===== config.mk =====
export PLATFORM = sky130hd
export DESIGN_NAME = tagged_response_buffer
export DESIGN_NICKNAME = d
export VERILOG_FILES = /design/src/design/tbuf_pkg.sv /design/src/design/tbuf_mem.sv /design/src/design/tbuf_ctrl.sv /design/src/design/tagged_response_buffer.sv
export VERILOG_INCLUDE_DIRS = /design/src /design/src/design
export SDC_FILE = /design/constraint.sdc
export NUM_CORES = 2
export LEC_CHECK = 0
export BUFFER_PORTS_ARGS = -buffer_cell sky130_fd_sc_hd__buf_4
export CORE_MARGIN = 2
export CORE_UTILIZATION = 40
export CTS_CLUSTER_DIAMETER = 200
export DETAILED_ROUTE_END_ITERATION = 16
export RECOVER_POWER = 50
export SETUP_SLACK_MARGIN = 0.2
export SYNTH_ARGS = -nofsm -noshare
export SYNTH_HDL_FRONTEND = slang
export SYNTH_HIERARCHICAL = 1
export SYNTH_SLANG_ARGS = --single-unit

===== constraint.sdc =====
create_clock -name i_clk -period 9.2 [get_ports i_clk]
set_input_delay 0.46 -clock i_clk [delete_from_list [all_inputs] [get_ports i_clk]]
set_output_delay 0.46 -clock i_clk [all_outputs]
set_load 0.05 [all_outputs]

===== src/design/tagged_response_buffer_assert.svh =====
// Assertion macros used by the buffer controller.
`ifndef TAGGED_RESPONSE_BUFFER_ASSERT_SVH
`define TAGGED_RESPONSE_BUFFER_ASSERT_SVH

// A condition that must hold at every clock edge outside reset.
`define TRB_ASSERT_ALWAYS(label, clk, rst_n, expr) \
    label: assert property (@(posedge clk) disable iff (!(rst_n)) (expr)) \
        else $error("tagged response buffer: invariant violated");

// A condition that must hold in the cycle where another one holds.
`define TRB_ASSERT_IMPLIES(label, clk, rst_n, ante, cons) \
    label: assert property (@(posedge clk) disable iff (!(rst_n)) (ante) |-> (cons)) \
        else $error("tagged response buffer: implication violated");

`endif


===== src/design/tbuf_pkg.sv =====
`timescale 1ns / 1ps
`default_nettype none

package tbuf_pkg;

    localparam int DEPTH_DEFAULT = 16;
    localparam int TAG_W         = 16;
    localparam int PAYLOAD_W     = 64;
    localparam int CMD_W         = 2;
    localparam int STATUS_W      = 3;

    localparam logic [CMD_W-1:0] CMD_PUSH  = 2'd0;
    localparam logic [CMD_W-1:0] CMD_REPLY = 2'd1;
    localparam logic [CMD_W-1:0] CMD_SEND  = 2'd2;

    localparam logic [STATUS_W-1:0] ST_NONE     = 3'd0;
    localparam logic [STATUS_W-1:0] ST_FORWARD  = 3'd1;
    localparam logic [STATUS_W-1:0] ST_NOTFOUND = 3'd2;
    localparam logic [STATUS_W-1:0] ST_FULL     = 3'd3;
    localparam logic [STATUS_W-1:0] ST_PUSHED   = 3'd4;

    typedef struct packed {
        logic [TAG_W-1:0]     tag;
        logic [PAYLOAD_W-1:0] payload;
    } t_entry;

    typedef enum logic [2:0] {
        S_IDLE  = 3'b001,
        S_SCAN  = 3'b010,
        S_SHIFT = 3'b100
    } t_state;

endpackage

`default_nettype wire


===== src/design/tbuf_mem.sv =====
`timescale 1ns / 1ps
`default_nettype none

module tbuf_mem #(
    parameter int DEPTH = 16,
    parameter int AW    = 4
) (
    input  wire                  i_clk,
    input  wire                  i_we,
    input  wire  [AW-1:0]        i_waddr,
    input  tbuf_pkg::t_entry     i_wdata,
    input  wire  [AW-1:0]        i_raddr,
    output tbuf_pkg::t_entry     o_rdata
);
    import tbuf_pkg::*;

    t_entry r_mem [DEPTH];
    t_entry r_rdata;

    always_ff @(posedge i_clk) begin
        if (i_we) begin
            r_mem[i_waddr] <= i_wdata;
        end
        r_rdata <= r_mem[i_raddr];
    end

    assign o_rdata = r_rdata;

endmodule

`default_nettype wire


===== src/design/tbuf_ctrl.sv =====
`timescale 1ns / 1ps
`default_nettype none
`include "tagged_response_buffer_assert.svh"

module tbuf_ctrl #(
    parameter int DEPTH = 16,
    parameter int AW    = 4,
    parameter int CW    = 5
) (
    input  wire                              i_clk,
    input  wire                              i_rst_n,
    input  wire                              start,
    output logic                             busy,
    input  wire  [tbuf_pkg::CMD_W-1:0]       i_command,
    input  wire  [tbuf_pkg::TAG_W-1:0]       i_tag,
    input  wire  [tbuf_pkg::PAYLOAD_W-1:0]   i_payload,
    input  wire                              i_downstream_empty,
    output logic                             o_we,
    output logic [AW-1:0]                    o_waddr,
    output tbuf_pkg::t_entry                 o_wdata,
    output logic [AW-1:0]                    o_raddr,
    input  tbuf_pkg::t_entry                 i_rdata,
    output logic                             o_valid,
    output logic [tbuf_pkg::STATUS_W-1:0]    o_status,
    output logic [tbuf_pkg::TAG_W-1:0]       o_out_tag,
    output logic [tbuf_pkg::PAYLOAD_W-1:0]   o_out_payload,
    output logic [CW-1:0]                    o_count
);
    import tbuf_pkg::*;

    t_state               r_state, n_state;
    logic [CMD_W-1:0]     r_cmd, n_cmd;
    logic [TAG_W-1:0]     r_tag, n_tag;
    logic                 r_ds, n_ds;
    logic [AW-1:0]        r_idx, n_idx;
    logic [CW-1:0]        r_count, n_count;
    logic [DEPTH-1:0]     r_ready, n_ready;
    logic                 r_valid, n_valid;
    logic [STATUS_W-1:0]  r_status, n_status;
    logic [TAG_W-1:0]     r_out_tag, n_out_tag;
    logic [PAYLOAD_W-1:0] r_out_payload, n_out_payload;

    logic [AW-1:0] s_idx_p1;
    logic [AW-1:0] s_idx_p2;
    logic          s_last;
    logic          s_next_last;
    logic          s_match;

    assign s_idx_p1    = r_idx + AW'(1);
    assign s_idx_p2    = r_idx + AW'(2);
    assign s_last      = ((CW'(r_idx) + CW'(1)) == r_count);
    assign s_next_last = ((CW'(r_idx) + CW'(2)) == r_count);
    assign s_match     = (r_cmd == CMD_REPLY) ? (i_rdata.tag == r_tag) : r_ready[r_idx];

    always_comb begin
        n_state       = r_state;
        n_cmd         = r_cmd;
        n_tag         = r_tag;
        n_ds          = r_ds;
        n_idx         = r_idx;
        n_count       = r_count;
        n_ready       = r_ready;
        n_valid       = 1'b0;
        n_status      = r_status;
        n_out_tag     = r_out_tag;
        n_out_payload = r_out_payload;
        o_we          = 1'b0;
        o_waddr       = r_idx;
        o_wdata       = '{tag: i_tag, payload: i_payload};
        o_raddr       = '0;

        unique case (r_state)
            S_IDLE: begin
                if (start) begin
                    n_out_tag     = '0;
                    n_out_payload = '0;
                    unique case (i_command)
                        CMD_PUSH: begin
                            n_valid = 1'b1;
                            if (r_count == CW'(DEPTH)) begin
                                n_status = ST_FULL;
                            end else begin
                                o_we                       = 1'b1;
                                o_waddr                    = r_count[AW-1:0];
                                n_ready[r_count[AW-1:0]]   = 1'b0;
                                n_count                    = r_count + CW'(1);
                                n_status                   = ST_PUSHED;
                            end
                        end
                        CMD_REPLY, CMD_SEND: begin
                            if (r_count == '0) begin
                                n_valid  = 1'b1;
                                n_status = (i_command == CMD_REPLY) ? ST_NOTFOUND : ST_NONE;
                            end else begin
                                n_cmd   = i_command;
                                n_tag   = i_tag;
                                n_ds    = i_downstream_empty;
                                n_idx   = '0;
                                o_raddr = '0;
                                n_state = S_SCAN;
                            end
                        end
                        default: begin
                            n_valid  = 1'b1;
                            n_status = ST_NONE;
                        end
                    endcase
                end
            end
            S_SCAN: begin
                if (s_match) begin
                    if (r_ds) begin
                        n_out_tag     = i_rdata.tag;
                        n_out_payload = i_rdata.payload;
                        if (s_last) begin
                            n_count        = r_count - CW'(1);
                            n_ready[r_idx] = 1'b0;
                            n_valid        = 1'b1;
                            n_status       = ST_FORWARD;
                            n_state        = S_IDLE;
                        end else begin
                            o_raddr = s_idx_p1;
                            n_state = S_SHIFT;
                        end
                    end else begin
                        if (r_cmd == CMD_REPLY) begin
                            n_ready[r_idx] = 1'b1;
                        end
                        n_valid  = 1'b1;
                        n_status = ST_NONE;
                        n_state  = S_IDLE;
                    end
                end else if (s_last) begin
                    n_valid  = 1'b1;
                    n_status = (r_cmd == CMD_REPLY) ? ST_NOTFOUND : ST_NONE;
                    n_state  = S_IDLE;
                end else begin
                    n_idx   = s_idx_p1;
                    o_raddr = s_idx_p1;
                end
            end
            S_SHIFT: begin
                o_we           = 1'b1;
                o_waddr        = r_idx;
                o_wdata        = i_rdata;
                n_ready[r_idx] = r_ready[s_idx_p1];
                if (s_next_last) begin
                    n_ready[s_idx_p1] = 1'b0;
                    n_count           = r_count - CW'(1);
                    n_valid           = 1'b1;
                    n_status          = ST_FORWARD;
                    n_state           = S_IDLE;
                end else begin
                    n_idx   = s_idx_p1;
                    o_raddr = s_idx_p2;
                end
            end
            default: begin
                n_state = S_IDLE;
            end
        endcase
    end

    always_ff @(posedge i_clk) begin
        if (!i_rst_n) begin
            r_state <= S_IDLE;
            r_count <= '0;
            r_ready <= '0;
            r_valid <= 1'b0;
        end else begin
            r_state <= n_state;
            r_count <= n_count;
            r_ready <= n_ready;
            r_valid <= n_valid;
        end
    end

    always_ff @(posedge i_clk) begin
        r_cmd         <= n_cmd;
        r_tag         <= n_tag;
        r_ds          <= n_ds;
        r_idx         <= n_idx;
        r_status      <= n_status;
        r_out_tag     <= n_out_tag;
        r_out_payload <= n_out_payload;
    end

    assign busy          = (r_state != S_IDLE);
    assign o_valid       = r_valid;
    assign o_status      = r_status;
    assign o_out_tag     = r_out_tag;
    assign o_out_payload = r_out_payload;
    assign o_count       = r_count;

    `TRB_ASSERT_ALWAYS(a_count_bound, i_clk, i_rst_n, r_count <= CW'(DEPTH))
    `TRB_ASSERT_IMPLIES(a_scan_in_range, i_clk, i_rst_n, r_state != S_IDLE,
        CW'(r_idx) < r_count)
    `TRB_ASSERT_IMPLIES(a_push_grows, i_clk, i_rst_n,
        r_valid && (r_status == ST_PUSHED), r_count == $past(r_count) + CW'(1))
    `TRB_ASSERT_IMPLIES(a_forward_shrinks, i_clk, i_rst_n,
        r_valid && (r_status == ST_FORWARD), r_count == $past(r_count) - CW'(1))

endmodule

`default_nettype wire


===== src/design/tagged_response_buffer.sv =====
// Push, unused command, or reply or send on an empty buffer: busy stays low, the result
// strobe follows in the cycle after the start transfer, and a new transfer can start every cycle.
// Reply or send: busy stays high while one entry is scanned and one younger entry compacted
// per cycle. The strobe follows the last busy cycle, and the next start is taken during the
// strobe. The receiver cannot stall.
// Synchronous reset empties the buffer and clears all ready marks.
`timescale 1ns / 1ps
`default_nettype none

module tagged_response_buffer #(
    parameter int BUFFER_DEPTH = tbuf_pkg::DEPTH_DEFAULT,
    localparam int AW = $clog2(BUFFER_DEPTH),
    localparam int CW = $clog2(BUFFER_DEPTH + 1)
) (
    input  wire                              i_clk,
    input  wire                              i_rst_n,
    input  wire                              start,
    output logic                             busy,
    input  wire  [tbuf_pkg::CMD_W-1:0]       i_command,
    input  wire  [tbuf_pkg::TAG_W-1:0]       i_tag,
    input  wire  [tbuf_pkg::PAYLOAD_W-1:0]   i_payload,
    input  wire                              i_downstream_empty,
    output logic                             o_valid,
    output logic [tbuf_pkg::STATUS_W-1:0]    o_status,
    output logic [tbuf_pkg::TAG_W-1:0]       o_out_tag,
    output logic [tbuf_pkg::PAYLOAD_W-1:0]   o_out_payload,
    output logic [CW-1:0]                    o_occupancy,
    output logic                             o_almost_full,
    output logic                             o_can_start
);
    import tbuf_pkg::*;

    logic          s_we;
    logic [AW-1:0] s_waddr;
    t_entry        s_wdata;
    logic [AW-1:0] s_raddr;
    t_entry        s_rdata;
    logic [CW-1:0] s_count;

    tbuf_mem #(
        .DEPTH (BUFFER_DEPTH),
        .AW    (AW)
    ) u_mem (
        .i_clk   (i_clk),
        .i_we    (s_we),
        .i_waddr (s_waddr),
        .i_wdata (s_wdata),
        .i_raddr (s_raddr),
        .o_rdata (s_rdata)
    );

    tbuf_ctrl #(
        .DEPTH (BUFFER_DEPTH),
        .AW    (AW),
        .CW    (CW)
    ) u_ctrl (
        .i_clk              (i_clk),
        .i_rst_n            (i_rst_n),
        .start              (start),
        .busy               (busy),
        .i_command          (i_command),
        .i_tag              (i_tag),
        .i_payload          (i_payload),
        .i_downstream_empty (i_downstream_empty),
        .o_we               (s_we),
        .o_waddr            (s_waddr),
        .o_wdata            (s_wdata),
        .o_raddr            (s_raddr),
        .i_rdata            (s_rdata),
        .o_valid            (o_valid),
        .o_status           (o_status),
        .o_out_tag          (o_out_tag),
        .o_out_payload      (o_out_payload),
        .o_count            (s_count)
    );

    assign o_occupancy   = s_count;
    assign o_almost_full = (s_count > CW'(BUFFER_DEPTH - 3));
    assign o_can_start   = ({2'b00, s_count} << 2) <= (CW + 2)'(3 * BUFFER_DEPTH);

endmodule

`default_nettype wire

== After elaboration in Yosys (flattened, before gate mapping) ==
Memory sizes are Yosys's and may differ from the RTL's. A register that Yosys moved wholly into a read port is not among the register bits.
Cells that the tools add are included.

* Register bits: 131
* RAM bits: 1280
* Input bits: 86
* Output and inout port bits: 92
* Logic and storage cells: 163
* Memories kept: 1

{| class="wikitable"
|+ Memories
! name !! words !! bits a word !! rd ports !! clocked after memory_dff !! wr ports !! line !! RTL
|-
| u_mem.r_mem || 16 || 80 || 1 || 1 || 1 || tbuf_mem.sv:17 || <nowiki>t_entry r_mem [DEPTH];</nowiki>
|}

* Add/subtract/negate cells: 6
* Magnitude comparators: 8
* Equality and inequality tests: 27
* Mux-type cells: 87
* Bitwise logic cells: 8
* Reduce and logical (&&, ||, !) cells: 15

{| class="wikitable"
|+ Operator list
! kind !! number
|-
| 64-bit two-way mux || 3
|-
| 16-bit two-way mux || 11
|-
| 64-bit case mux with 2 select lines || 1
|-
| 80-bit two-way mux || 1
|-
| 4-bit two-way mux || 14
|-
| 16-bit bitwise AND || 3
|-
| 16-bit inverter || 3
|-
| 16-bit case mux with 3 select lines || 1
|-
| 3-bit two-way mux || 14
|-
| 5-bit two-way mux || 7
|-
| 16-bit case mux with 2 select lines || 1
|-
| 1-bit two-way mux || 18
|-
| 3-bit case mux with 3 select lines || 2
|-
| 16-bit bitwise mux || 1
|-
| 16-bit == test || 1
|-
| 2-bit != test, second input constant || 8
|-
| 16-bit OR || 1
|-
| 4-bit by 5-bit less-than comparator with 1-bit output, second input constant || 3
|-
| 5-bit case mux with 3 select lines || 1
|-
| 7-bit AND reduction || 2
|-
| 1-bit demux with 4-bit select || 3
|-
| 4-bit by 1-bit >= comparator with 1-bit output, second input constant || 3
|-
| 4-bit case mux with 3 select lines || 1
|-
| 5-bit == test || 2
|-
| other kinds (35) || 46
|}

== Longest topological paths before layout ==
* Depth after elaboration: 10
* Depth in mapped cells: 17
* Mapped depth without buffers: 11

== Hierarchy ==
The synthesis kept the hierarchy.

{| class="wikitable"
|+ Modules (own cells, without submodules)
! module !! times used !! cells an instance !! area an instance (µm²) !! sequential area each (µm²)
|-
| tbuf_mem || 1 || 2054 || 49422.4 || 40038.4
|-
| tbuf_ctrl || 1 || 863 || 7729.9 || 3683.5
|-
| tagged_response_buffer || 1 || 3 || 21.3 || 0.0
|}

== Worst setup path after synthesis ==
OpenSTA, ideal clock, no wires.

* Path kind: register -> register
* From: register u_ctrl.r_count[1], in the netlist u_ctrl/o_count[1]
* To: memory u_mem/r_mem[0][0] in the netlist's numbering (enable)
* Setup time: 0.616 ns
* Data arrival time: 7.770 ns
* Required time: 8.584 ns
* Slack: 0.814 ns
* Stages on the path, launching flop included: 8
* Buffers on the path: 1
* Period minus slack after synthesis: 8.386 ns
* Cells stage by stage: dfxtp_1 -> or4_1 -> o21ai_0 -> or2_2 -> buf_2 -> a22o_1 -> or3b_2 -> nor3_1

* Elaborated cells on any way between the ends: 11
* Those cells by class: 1 x eq/ne; 10 x mux

{| class="wikitable"
|+ RTL lines
! what !! line !! RTL
|-
| start: declaration || tbuf_ctrl.sv:36 || <nowiki>logic [CW-1:0] r_count, n_count;</nowiki>
|-
| start signal: assignment || tbuf_ctrl.sv:172 || <nowiki>r_count <= n_count;</nowiki>
|-
| 5-bit == test || tbuf_ctrl.sv:80 || <nowiki>if (r_count == CW'(DEPTH)) begin</nowiki>
|-
| 4-bit two-way mux || tbuf_ctrl.sv:80 ||
|-
| 4-bit two-way mux || tbuf_ctrl.sv:77 || <nowiki>unique case (i_command)</nowiki>
|-
| 4-bit two-way mux || tbuf_ctrl.sv:74 || <nowiki>if (start) begin</nowiki>
|-
| 4-bit two-way mux || tbuf_ctrl.sv:72 || <nowiki>unique case (r_state)</nowiki>
|-
| net s_waddr[2] || tagged_response_buffer.sv:34 || <nowiki>logic [AW-1:0] s_waddr;</nowiki>
|-
| end: declaration || tbuf_mem.sv:17 ||
|}

The timed path passes the listed nets, and every way through them passes these cells.

== Worst setup path in the final report ==
* From: register u_ctrl.r_state[0]
* To: register u_ctrl.r_ready[3]

* Longest elaborated chain between the ends: 3
* Elaborated cells on any way between the ends: 12
* Those cells by class: 9 x eq/ne; 1 x mux; 2 x reduce/logical

{| class="wikitable"
|+ RTL lines
! what !! line !! RTL
|-
| start: declaration || tbuf_ctrl.sv:31 || <nowiki>t_state r_state, n_state;</nowiki>
|-
| start signal: assignment || tbuf_ctrl.sv:171 || <nowiki>r_state <= n_state;</nowiki>
|-
| 3-bit by 2-bit == test with 1-bit output, or another cell as far along || tbuf_ctrl.sv:72 ||
|-
| 3-bit by 1-bit != test with 1-bit output (no line), or another cell as far along || -- ||
|-
| 7-bit AND reduction (no line) || -- ||
|-
| end signal: assignment || tbuf_ctrl.sv:173 || <nowiki>r_ready <= n_ready;</nowiki>
|-
| end: declaration || tbuf_ctrl.sv:37 || <nowiki>logic [DEPTH-1:0] r_ready, n_ready;</nowiki>
|}

Parallel ways exist; a longest one is shown, timed or not.
A chain may end at the register's enable or synchronous reset.

==> flow_summary.yaml <==
outcome:
  status: "complete, but fails checks"
  violations: "capacitance limit, slew limit"
clock_tree:
  cts_tree: "built"
  clk_pin_slew_ps: 60
  h-tree-depth: 4
  clkSinkCount: 1491
  cts_buffer_depth: 3
  numCtsBuffers: 152
  clk_latency_ps: 790
  cts_root_buf: "clkbuf_16"
  ctsResizeCount: 0
critical_path:
  reg2reg_to: "u_ctrl/r_ready[3]"
  criticalPathCategory: "flip-flop to flip-flop"
  start_kind: "flip-flop"
  cp.required_ps: 9910
  r2r-start: "u_ctrl/r_state[0]"
  cp.arrival_ps: 6720
  crit_fanout: 57
  worstSetupEndpointType: "flip-flop"
  worst-r2r-cell-count: 9
  reg2reg_slack_ps: 3180
timing:
  maxSlewViolCount: 225
  finalHoldViolations: 0
  holdWs_ps: 208
  rsz0062_at_grt: "false"
  period_needed_ps: 6020
  finalSetupTns_ps: 0
  tightest_slew_ps: 3330
  slew_headroom: -1.22
  post-route-period-util: 0.654
  fmax_mhz: 166
  finClkSkew_ps: 28.7
  setup_viol: 0
global_routing:
  antenna_found_initial: 6
  grt_pass1_wl_microns: 203000
  gr-usage-all-layers: 0.191
  gr-max-usage-layer: "met2"
  grt_max_degree: 169
  met1_usage: 0.280
  grt_use_met2: 0.299
  use_met3: 0.0333
  grt_pass1_vias: 29246
  grt_overflow: 0
synth:
  ys_seq_elements: 1491
  seq_area_frac_synth: 0.765
  yosys_warnings: 6
  synth_nets: 3018
  synth_commonest_cells: "edfxtp_1 (1386), nand2_1 (372), mux4_2 (326), a22oi_1 (160), dfxtp_1 (105)"
  synthDistinctLibCells: 67
  yosysMostFrequentCell: "edfxtp_1"
  async_flop_share: 0
  yosysTopAreaCell: "edfxtp_1"
  syn_inst: 2920
  synth_area_sq_um: 57200
  netlist.area_leader.share: 0.728
  syn_area_per_cell_sq_um: 19.6
  synth_top_cells_by_area: "edfxtp_1 (73%), mux4_2 (13%), dfxtp_1 (3.7%)"
  synth-edff-count: 1386
  synth_flop_cell: "edfxtp_1"
cells_and_area:
  syn_to_final_growth_pct: 14.3
  antenna_cells: 0
  drive_gt1_frac: 0.212
  nNetsFinal: 3262
power_and_ir_drop:
  p_leak_nw: 20.5
  p_switching_w: 0.00320
  pwr-share-clk: 0.414
  pwr-share-seq: 0.534
  peakVddDrop_uv: 191
  power_w: 0.0142
  comb_power_share: 0.051
  powerDensity_nw_per_um2: 218
  internal_power_w: 0.0110
  p_sw_frac: 0.225
floorplan:
  ios: 178
  start_util: 0.403
  die_w_microns: 382
  rows: 138
  fp.dieH_microns: 382
  fp.dieArea_sq_um: 146000
  core_sq_um: 142000
hold_path:
  worstHoldPathCells: 5
  min_from: "start"
  holdPathEnd: "u_ctrl/r_state[0]"
  min_path_type: "input pin to flip-flop"
job:
  drv_cap: 6
placement:
  routabilityCongestion: 0.841
  dp_hpwl_microns: 71300
  port_buffers: 177
drt:
  first_iter_violations: 2952
  dr.pass1.iters: 5
  vias: 28921
  wl_microns: 139000
  post_drt_via_cell_ratio: 5.58
  drc: 0
  drtAntennaViolNets: 0
  wl_per_cell_microns: 26.9
==> cell type report <==
type                       count  area, sq um
fill                       11916        76400
sequential                  1491        43700
multi-input combinational   1247        12800
clock buffer                 212         4220
tap                         1890         2360
timing repair buffer         259         1640
clock inverter                71          573
inverter                      13         48.8
==> repair_timing <==
action	4_1_cts	5_1_grt
endpoints found under the hold margin	20	0
hold buffers	20	0
buffers inserted	0	0
==> critical path: stages (launching register included) <==
cell and delay [ps]:
dfxtp_1 360, nand2b_1 230, nor2_4 110, clkbuf_1 1600
clkbuf_1 2440, nor4_1 510, nand2_1 210, a32o_1 170
o311ai_0 140, a21oi_1 170
==> through the flow <==
step           area (sq um)  std cells  setup WS, ps  utilization
2_1_floorplan         57200       2920           814            -
3_3_place_gp          60800       4880          3640        0.429
3_5_place_dp          60800       4880          3460        0.429
4_1_cts               65800       5183          3380        0.464
5_1_grt               65300       5183          2640        0.461
6_report              65300       5183          3180        0.461
==> state kept, by name (all words and copies together) (netlist names) <==
register	cells
u_ctrl/r_ready	16
u_ctrl/r_state	3
u_ctrl/o_out_payload	64
u_ctrl/r_tag	16
u_ctrl/o_status	3
u_ctrl/r_idx	4
u_ctrl/o_out_tag	16
u_mem/o_rdata	80
u_ctrl/r_cmd	2
u_ctrl/o_valid	1
u_ctrl/o_count	5
u_mem/r_mem	1280
u_ctrl/r_ds	1
==> kinds of logic (layout without fill, tap and decap cells) <==
family                   after synthesis  in the layout  share of synthesized area
AO/OA/AOI/OAI                        304            304                     0.0390
AND/OR/NAND/NOR                      568            568                     0.0439
adder cells (fa/ha/maj)               12             12                    0.00276
XOR/XNOR                              30             30                    0.00484
multiplexers                         333            333                      0.130
flip-flops                          1491           1491                      0.765
buffers and inverters                182            555                     0.0151
==> per-layer routing <==
metal | vias up | part of all wire
met3 | 140 | 0.062
met2 | 985 | 0.48
li1 | 12308 | -
met4 | 0 | 0.015
met5 | - | 0
met1 | 15488 | 0.45
==> placed cells by master (no fill, tap or decap), types with 6 or more instances in the layout <==
master	count
nor2_4	14
dfxtp_1	105
clkinv_1	28
inv_6	6
dlygate4sd3_1	20
nor3_1	8
clkinv_2	21
a22o_1	6
a21oi_1	24
nor2_1	33
clkbuf_16	154
a22oi_1	160
buf_12	7
clkbuf_8	15
o31ai_1	6
clkbuf_1	160
and2_1	19
a31oi_1	15
inv_1	13
o22ai_1	8
edfxtp_1	1386
o211ai_1	8
o21ai_0	22
nand2b_1	6
nand4_1	11
ha_1	11
buf_4	113
nand2_1	371
and2_0	66
clkinv_8	6
xnor2_1	25
mux4_2	326
==> power by group through the flow <==
stage          registers, W  clock network (W)  logic (W)
4_1_cts             0.00761            0.00603   0.000807
3_5_place_dp        0.00775                  0   0.000799
3_3_place_gp        0.00775                  0   0.000794
2_1_floorplan       0.00799                  0   0.000254
5_1_grt             0.00762            0.00628   0.000783
6_report            0.00761            0.00590   0.000733
==> how the worst max path moves through the flow <==
stage,startpoint,endpoint,cells after the start
floorplan,u_ctrl/o_count[1],u_mem/r_mem[0][0],7
global placement,u_ctrl/r_idx[1],u_mem/o_rdata[26],11
detailed placement,u_ctrl/r_idx[1],u_mem/o_rdata[11],11
CTS,u_ctrl/r_idx[1],u_mem/o_rdata[37],11
global route,u_ctrl/r_state[0],u_ctrl/r_ready[3],9
finish,u_ctrl/r_state[0],u_ctrl/r_ready[3],9
No activity file was read; power rests on OpenSTA's default activity.
